===== src/hdl/iba_pkg.sv =====
package iba_pkg;

	// Disk geometry.
	localparam int DISK_BLOCKS  = 64;
	localparam int DIRECT_SLOTS = 12;
	localparam int BLOCK_BYTES  = 4096;

	// Field widths of the request and result items.
	localparam int SIZE_W = 19;
	localparam int KIND_W = 3;
	localparam int SLOT_W = 6;
	localparam int BLK_W  = 6;

	// Derived widths.
	localparam int BLK_SHIFT = $clog2(BLOCK_BYTES);
	localparam int NEED_W    = SIZE_W - BLK_SHIFT + 1;
	localparam int PTR_W     = $clog2(DISK_BLOCKS);
	localparam int CNT_W     = $clog2(DISK_BLOCKS);
	localparam int FREE_W    = $clog2(DISK_BLOCKS + 1);
	localparam int CMP_W     = ((NEED_W > FREE_W) ? NEED_W : FREE_W) + 1;

	// Result kinds.
	localparam logic [KIND_W-1:0] KIND_DIRECT   = 3'd0;
	localparam logic [KIND_W-1:0] KIND_INDIRECT = 3'd1;
	localparam logic [KIND_W-1:0] KIND_ENTRY    = 3'd2;
	localparam logic [KIND_W-1:0] KIND_NOSPACE  = 3'd3;
	localparam logic [KIND_W-1:0] KIND_EMPTY    = 3'd4;

	typedef enum logic [2:0] {
		ST_IDLE,
		ST_SINGLE,
		ST_DIRECT,
		ST_MARK,
		ST_FIND,
		ST_ENTRY
	} st_t;

endpackage


===== src/hdl/iba_ifs.sv =====
interface iba_req_if;
	logic                       valid;
	logic                       ready;
	logic [iba_pkg::SIZE_W-1:0] file_size;

	modport source (output valid, output file_size, input ready);
	modport sink   (input valid, input file_size, output ready);
endinterface

interface iba_res_if;
	logic                       valid;
	logic                       ready;
	logic [iba_pkg::KIND_W-1:0] kind;
	logic [iba_pkg::SLOT_W-1:0] slot;
	logic [iba_pkg::BLK_W-1:0]  block_number;
	logic                       last;

	modport source (output valid, output kind, output slot, output block_number,
		output last, input ready);
	modport sink   (input valid, input kind, input slot, input block_number,
		input last, output ready);
endinterface


===== src/hdl/inode_block_allocator.sv =====
// Inode block allocator: first-fit over a free bitmap, direct slots, one indirect block.
// The item is taken, then the single scan pointer walks the bitmap one position a cycle,
// holding at a block to be reported while the sink stalls; blocks past the direct slots
// cost a second pass. A refused or empty file gets a single result and no scan.
// One item is handled at a time; the next is taken once the last result is registered.
// Reset clears the whole bitmap and the used count at once; no result is pending after it.
module inode_block_allocator (
	input  logic              clk,
	input  logic              arst_n,
	iba_req_if.sink           req,
	iba_res_if.source         res
);

	// Free bitmap and its population count. The bitmap is held in flip-flops so that
	// reset frees every block in one go.
	logic [iba_pkg::DISK_BLOCKS-1:0] used_q;
	logic [iba_pkg::FREE_W-1:0]      used_cnt_q;

	// Sequencer state. The scan pointer walks the bitmap one position a cycle unless a result
	// waits on the sink; cnt_q counts data blocks handled so far, slot_q the reported slots.
	iba_pkg::st_t               state_q, state_d;
	logic [iba_pkg::PTR_W-1:0]  ptr_q, ptr_d;
	logic [iba_pkg::PTR_W-1:0]  save_q, save_d;
	logic [iba_pkg::CNT_W-1:0]  cnt_q, cnt_d;
	logic [iba_pkg::CNT_W-1:0]  need_q, need_d;
	logic [iba_pkg::SLOT_W-1:0] slot_q, slot_d;
	logic                       ind_ok_q, ind_ok_d;
	logic [iba_pkg::KIND_W-1:0] single_kind_q, single_kind_d;

	// Output register: it holds one finished result, so the sequencer may move on
	// while the sink is still stalling.
	logic                       out_valid_q;
	logic [iba_pkg::KIND_W-1:0] out_kind_q;
	logic [iba_pkg::SLOT_W-1:0] out_slot_q;
	logic [iba_pkg::BLK_W-1:0]  out_blk_q;
	logic                       out_last_q;

	logic                       emit;
	logic [iba_pkg::KIND_W-1:0] emit_kind;
	logic [iba_pkg::SLOT_W-1:0] emit_slot;
	logic [iba_pkg::BLK_W-1:0]  emit_blk;
	logic                       emit_last;
	logic                       mark;

	logic                       out_free;
	logic                       bit_free;
	logic [iba_pkg::CNT_W-1:0]  cnt_inc;
	logic [iba_pkg::NEED_W-1:0] need_w;
	logic [iba_pkg::FREE_W-1:0] free_w;
	logic                       refuse;
	logic                       ind_ok_w;

	assign out_free = !out_valid_q || res.ready;
	assign bit_free = !used_q[ptr_q];
	assign cnt_inc  = cnt_q + 1'b1;

	// Rounding up to whole blocks is a shift plus a carry from the low bits. The refusal
	// test and the check that an indirect block will still be free afterwards are both
	// settled here, as only this item's data blocks are taken before the indirect block.
	assign need_w   = iba_pkg::NEED_W'(req.file_size >> iba_pkg::BLK_SHIFT)
		+ iba_pkg::NEED_W'(|req.file_size[iba_pkg::BLK_SHIFT-1:0]);
	assign free_w   = iba_pkg::FREE_W'(iba_pkg::DISK_BLOCKS) - used_cnt_q;
	assign refuse   = iba_pkg::CMP_W'(need_w) >= iba_pkg::CMP_W'(free_w);
	assign ind_ok_w = (iba_pkg::CMP_W'(need_w) + iba_pkg::CMP_W'(1))
		< iba_pkg::CMP_W'(free_w);

	assign req.ready = (state_q == iba_pkg::ST_IDLE);

	always_comb begin
		state_d       = state_q;
		ptr_d         = ptr_q;
		save_d        = save_q;
		cnt_d         = cnt_q;
		need_d        = need_q;
		slot_d        = slot_q;
		ind_ok_d      = ind_ok_q;
		single_kind_d = single_kind_q;
		emit          = 1'b0;
		emit_kind     = iba_pkg::KIND_DIRECT;
		emit_slot     = '0;
		emit_blk      = '0;
		emit_last     = 1'b0;
		mark          = 1'b0;

		unique case (state_q)
			iba_pkg::ST_IDLE: begin
				if (req.valid) begin
					if (refuse) begin
						single_kind_d = iba_pkg::KIND_NOSPACE;
						state_d       = iba_pkg::ST_SINGLE;
					end else if (need_w == '0) begin
						single_kind_d = iba_pkg::KIND_EMPTY;
						state_d       = iba_pkg::ST_SINGLE;
					end else begin
						// Not refused, so the count is below the disk size.
						need_d   = iba_pkg::CNT_W'(need_w);
						ind_ok_d = ind_ok_w;
						ptr_d    = '0;
						cnt_d    = '0;
						slot_d   = '0;
						state_d  = iba_pkg::ST_DIRECT;
					end
				end
			end

			iba_pkg::ST_SINGLE: begin
				if (out_free) begin
					emit      = 1'b1;
					emit_kind = single_kind_q;
					emit_last = 1'b1;
					state_d   = iba_pkg::ST_IDLE;
				end
			end

			// Data blocks for the direct slots, taken and reported as they are found.
			iba_pkg::ST_DIRECT: begin
				if (!bit_free) begin
					ptr_d = ptr_q + 1'b1;
				end else if (out_free) begin
					mark      = 1'b1;
					emit      = 1'b1;
					emit_kind = iba_pkg::KIND_DIRECT;
					emit_slot = slot_q;
					emit_blk  = iba_pkg::BLK_W'(ptr_q);
					emit_last = (cnt_inc == need_q);
					cnt_d     = cnt_inc;
					slot_d    = slot_q + 1'b1;
					ptr_d     = ptr_q + 1'b1;
					if (cnt_inc == need_q) begin
						state_d = iba_pkg::ST_IDLE;
					end else if (slot_q == iba_pkg::SLOT_W'(iba_pkg::DIRECT_SLOTS - 1)) begin
						slot_d  = '0;
						save_d  = ptr_q + 1'b1;
						state_d = ind_ok_q ? iba_pkg::ST_FIND : iba_pkg::ST_MARK;
					end
				end
			end

			// No room for the indirect block: the rest of the data blocks are still
			// taken, silently, before the no-space result goes out.
			iba_pkg::ST_MARK: begin
				ptr_d = ptr_q + 1'b1;
				if (bit_free) begin
					mark  = 1'b1;
					cnt_d = cnt_inc;
					if (cnt_inc == need_q) begin
						single_kind_d = iba_pkg::KIND_NOSPACE;
						state_d       = iba_pkg::ST_SINGLE;
					end
				end
			end

			// Skip over the free blocks the remaining data will take; the next free one
			// is the indirect block. Its number must go out before the entries.
			iba_pkg::ST_FIND: begin
				if (!bit_free) begin
					ptr_d = ptr_q + 1'b1;
				end else if (cnt_q != need_q) begin
					cnt_d = cnt_inc;
					ptr_d = ptr_q + 1'b1;
				end else if (out_free) begin
					mark      = 1'b1;
					emit      = 1'b1;
					emit_kind = iba_pkg::KIND_INDIRECT;
					emit_blk  = iba_pkg::BLK_W'(ptr_q);
					ptr_d     = save_q;
					cnt_d     = iba_pkg::CNT_W'(iba_pkg::DIRECT_SLOTS);
					state_d   = iba_pkg::ST_ENTRY;
				end
			end

			// Second pass over the skipped region, taking the data blocks as entries.
			iba_pkg::ST_ENTRY: begin
				if (!bit_free) begin
					ptr_d = ptr_q + 1'b1;
				end else if (out_free) begin
					mark      = 1'b1;
					emit      = 1'b1;
					emit_kind = iba_pkg::KIND_ENTRY;
					emit_slot = slot_q;
					emit_blk  = iba_pkg::BLK_W'(ptr_q);
					emit_last = (cnt_inc == need_q);
					cnt_d     = cnt_inc;
					slot_d    = slot_q + 1'b1;
					ptr_d     = ptr_q + 1'b1;
					if (cnt_inc == need_q) begin
						state_d = iba_pkg::ST_IDLE;
					end
				end
			end

			default: begin
				state_d = iba_pkg::ST_IDLE;
			end
		endcase
	end

	always_ff @(posedge clk or negedge arst_n) begin
		if (!arst_n) begin
			state_q     <= iba_pkg::ST_IDLE;
			used_q      <= '0;
			used_cnt_q  <= '0;
			out_valid_q <= 1'b0;
		end else begin
			state_q <= state_d;
			if (mark) begin
				used_q[ptr_q] <= 1'b1;
				used_cnt_q    <= used_cnt_q + 1'b1;
			end
			if (emit) begin
				out_valid_q <= 1'b1;
			end else if (res.ready) begin
				out_valid_q <= 1'b0;
			end
		end
	end

	always_ff @(posedge clk) begin
		ptr_q         <= ptr_d;
		save_q        <= save_d;
		cnt_q         <= cnt_d;
		need_q        <= need_d;
		slot_q        <= slot_d;
		ind_ok_q      <= ind_ok_d;
		single_kind_q <= single_kind_d;
		if (emit) begin
			out_kind_q <= emit_kind;
			out_slot_q <= emit_slot;
			out_blk_q  <= emit_blk;
			out_last_q <= emit_last;
		end
	end

	assign res.valid        = out_valid_q;
	assign res.kind         = out_kind_q;
	assign res.slot         = out_slot_q;
	assign res.block_number = out_blk_q;
	assign res.last         = out_last_q;

endmodule


===== src/flat_wrapper.sv =====
// flat-port wrapper written by rule: the top's interface ports become plain ports
module inode_block_allocator_flat 
  (clk, arst_n, req_valid, req_file_size, req_ready, res_valid, res_kind, res_slot, res_block_number, res_last, res_ready);
  iba_req_if req_i ();
  iba_res_if res_i ();
  input  logic clk;
  input  logic arst_n;
  input wire logic [$bits(req_i.valid)-1:0] req_valid;
  input wire logic [$bits(req_i.file_size)-1:0] req_file_size;
  output wire logic [$bits(req_i.ready)-1:0] req_ready;
  output wire logic [$bits(res_i.valid)-1:0] res_valid;
  output wire logic [$bits(res_i.kind)-1:0] res_kind;
  output wire logic [$bits(res_i.slot)-1:0] res_slot;
  output wire logic [$bits(res_i.block_number)-1:0] res_block_number;
  output wire logic [$bits(res_i.last)-1:0] res_last;
  input wire logic [$bits(res_i.ready)-1:0] res_ready;
  assign req_i.valid = req_valid;
  assign req_i.file_size = req_file_size;
  assign req_ready = req_i.ready;
  assign res_valid = res_i.valid;
  assign res_kind = res_i.kind;
  assign res_slot = res_i.slot;
  assign res_block_number = res_i.block_number;
  assign res_last = res_i.last;
  assign res_i.ready = res_ready;
  inode_block_allocator u_core (.clk(clk), .arst_n(arst_n), .req(req_i), .res(res_i));
endmodule

===== config.mk =====
export PLATFORM = sky130hd
export DESIGN_NAME = inode_block_allocator_flat
export DESIGN_NICKNAME = d
export VERILOG_FILES = /design/src/hdl/iba_pkg.sv /design/src/hdl/iba_ifs.sv /design/src/hdl/inode_block_allocator.sv /design/src/flat_wrapper.sv
export SDC_FILE = /design/constraint.sdc
export NUM_CORES = 1
export LEC_CHECK = 0
export ABC_AREA = 1
export BUFFER_PORTS_ARGS = -buffer_cell sky130_fd_sc_hd__buf_4
export CORE_UTILIZATION = 35
export CTS_BUF_LIST = sky130_fd_sc_hd__clkbuf_4 sky130_fd_sc_hd__clkbuf_8
export DETAILED_ROUTE_END_ITERATION = 7
export PLACE_DENSITY = 0.62
export REMOVE_ABC_BUFFERS = 1
export SLEW_MARGIN = 20
export SYNTH_ARGS = -nofsm -noshare
export SYNTH_HDL_FRONTEND = slang
export SYNTH_SLANG_ARGS = --single-unit

===== constraint.sdc =====
create_clock -name clk -period 2.7 [get_ports clk]
set_input_delay 0.135 -clock clk [delete_from_list [all_inputs] [get_ports clk]]
set_output_delay 0.135 -clock clk [all_outputs]
set_load 0.01 [all_outputs]

==> metrics.cfg <==
[status]
outcome=complete, no violations

[critical_path]
path_buf_inv=5
cp-endpoint=u_core.single_kind_q[1]$_SDFFCE_PP1P_
cp_cell_sequence=buf_4, clkinv_2, buf_12, nand2_1, nand3_1, nand2_1, o21ai_1, nand2_1, nor2_4, buf_4, nand3_4, buf_12, nand2_1, nand2_1, nor2_1
cpLargestDelayFamily=simple AND/OR/NAND/NOR gates
r2r_slack_ns=0.13
crit_start=u_core.ptr_q[0]$_DFFE_PP_
cpMostUsedCell=nand2_1
cp-start-kind=register
critPathSlowestCell=edfxtp_1
path_depth=15
r2r_start=u_core.ptr_q[0]$_DFFE_PP_
cp_data_arrival_time_ns=2.71
crit_type=reg2reg
crit_path_end_kind=register
required_ns=2.84
cpPeakStageDelay_ns=0.45
crit_fanout=22
r2r_end=u_core.single_kind_q[1]$_SDFFCE_PP1P_
r2r_cells=15

[clocking]
clock_path_buffers=2
cts_root_buffer=clkbuf_8
clk_latency_ns=0.45
cts_tree=done
numCtsBuffers=17
clk_pin_slew_ns=0.07
ctsHtreeMaxLevel=4
clkSinkCount=124

[timing]
finClkSkew_ns=0.0127
finalSetupViolCount=0
tightest_slew_ns=0.965
fin_crit_ns=2.57
fin_ws_ns=0.129
drv_slew=0
hold_viol_final=0
whs_ns=0.151
relSlewSlack_pct=35.7
max_freq_mhz=389
finalCritPeriodShare_pct=95.2

[floorplanning]
io_pins=41
die-area_um2=21400
die_height_um=146
fp-row-count=52
die_w_um=146
core_area_um2=20300
initial_core_util_pct=35.9

[yosys]
synth_seq_area_share_pct=45.9
avgSynthCellArea_um2=7.40
synth_area_um2=7290
yosysWarnings=0
synth_cells=985
ys_ff_latch=124
ys_types=33

[drt]
via_count=6209
viasPerCell=4.55
first_pass_iters=4
drc=0
first_iter_violations=502
wl_per_cell_um=11.7
drtAntennaViolNets=0
wirelength_um=16000

[job]
cap_violations=0

[cells_and_area]
fin_nets=1128
antenna_cells=0
drive_gt1_share_pct=14.1
synthToLayoutAreaGrowth_pct=20.5

[placement]
port_buffers=40
post-place-ws_ns=-0.405
place_congestion=0.835
hpwl_um=11600

[hold_path]
hp-class=in2reg

[pwr]
power_mw=9.68
p_leak_nw=4.24
ir_worst_vdd_v=0.000483
p_per_area_nw_per_um2=1100

[global_routing]
gr-total-overflow=0
antenna_found_initial=0
grt_pass1_vias=5997
grt_start_max_net_pins=76
grt.total_usage_pct=16.0
grt_pass1_wl_um=27800

-- cell usage in the layout (no fill, tap or decap), drive strengths merged, types with 9 or more instances in the layout --
cell type  netlist  routed
xor2            21      21
edfxtp          49      49
nand3           77      77
ha              22      22
buf             19     100
nor3             9       9
o21ai           25      25
clkbuf           3      19
dfrtp           75      75
nand2          366     366
nor2           127     127
inv            146     146
-- stage by stage --
stage          setup TNS, ns  cell area [µm²]  utilization (%)  cells
4_1_cts                    0             8700             42.8   1362
2_1_floorplan         -26.83             7130                -    963
3_5_place_dp           -8.73             8250             40.6   1329
3_3_place_gp           -7.31             8250             40.6   1329
5_1_grt            -0.000136             8780             43.3   1366
6_report                   0             8780             43.3   1366
-- area by class of cell --
cell class / instances / area [µm²]
fillers: 2060 / 11500
clock buffers: 19 / 255
clock inverters: 13 / 173
multi-input cells: 692 / 3290
inverters: 147 / 553
flip-flops and latches: 124 / 3350
well taps: 270 / 338
repair buffers: 101 / 823
-- metal layers --
layer	vias to the layer above	wire length, µm	GRT usage (%)	part of all wire, %
met3	15	631	2.78	3.9
met1	2826	7690	20.9	48
met4	0	193	5.89	1.2
li1	3248	-	-	-
met2	120	7500	26.5	47
met5	-	0	0	0
-- tightest hold or removal path, delay by kind of cell --
| kind | cells | cell delay (ns) |
|---|---|---|
| buffers and inverters | 2 | 0.21 |
| adders and majority gates | 1 | 0.13 |
-- worst min-delay path by stage --
stage / from / to / cells after the start
finish: req_file_size[12] / u_core.need_q[0]$_DFFE_PP_ / 3
global route: req_file_size[12] / u_core.need_q[0]$_DFFE_PP_ / 3
CTS: res_ready / u_core.res.valid$_DFFE_PN0P_ / 4
detailed placement: arst_n / u_core.used_q[27]$_DFFE_PN0P_ / 1
global placement: arst_n / u_core.used_q[26]$_DFFE_PN0P_ / 1
floorplan: arst_n / u_core.res.valid$_DFFE_PN0P_ / 0
-- repair_timing --
item	CTS	global route
resized for setup	3	13
pin swaps	0	5
hold buffers	1	0
setup buffers	0	4
endpoints found under the hold margin	75	0
setup endpoints to repair	18	28
-- Yosys cell counts --
master    instances  share of area [%]
nor4_1            4               0.34
a21oi_1           8               0.55
o211ai_1          8               0.82
nand2_2           1              0.086
nor2_1          125                6.4
inv_1           144                7.4
o21bai_1          1               0.10
clkinv_2          1              0.069
xor2_1           21                2.5
o21ai_1           7               0.48
buf_6             7                1.1
xnor2_1           8               0.96
nand3b_1          3               0.31
nand4_4           1               0.29
nand2_1         364                 19
buf_4             4               0.41
dfrtp_1          75                 26
nand2_4           1               0.15
or2_2             2               0.17
edfxtp_1         49                 20
inv_2             2               0.10
nand4_1           7               0.60
nand3_4           1               0.24
clkbuf_1          3               0.15
nor2_4            2               0.31
a21boi_0          1               0.10
ha_1             22                3.8
o21ai_0          18                1.2
buf_2             8               0.55
nand3_1          76                5.2
nor3b_1           1               0.10
nor3_1            9               0.62
o31ai_1           1               0.10
-- kinds of logic (layout without fill, tap and decap cells) --
logic type	Yosys count	count (layout)	synth area share (%)
buffers and inverters	169	280	9.78
AO/OA/AOI/OAI	44	44	3.40
XOR/XNOR	29	29	3.48
adder cells (fa/ha/maj)	22	22	3.78
AND/OR/NAND/NOR	597	597	33.6
flip-flops	124	124	45.9
-- registers in the layout, indices dropped and copies added (netlist names) --
| register | flops |
|---|---|
| u_core.single_kind_q | 2 |
| u_core.res.last | 1 |
| u_core.used_cnt_q | 7 |
| u_core.ptr_q | 6 |
| u_core.cnt_q | 6 |
| u_core.used_q | 64 |
| u_core.ind_ok_q | 1 |
| u_core.res.slot | 6 |
| u_core.need_q | 6 |
| u_core.save_q | 6 |
| u_core.slot_q | 6 |
| u_core.res.kind | 3 |
| u_core.state_q | 3 |
| u_core.res.block_number | 6 |
| u_core.res.valid | 1 |
-- report_power, final --
group | internal [mW] | total (mW) | switching (mW)
Combinational | 1.91 | 5.05 | 3.14
Sequential | 2.58 | 2.87 | 0.291
Clock | 1.03 | 1.77 | 0.741
No activity file was read; power rests on OpenSTA's default activity.
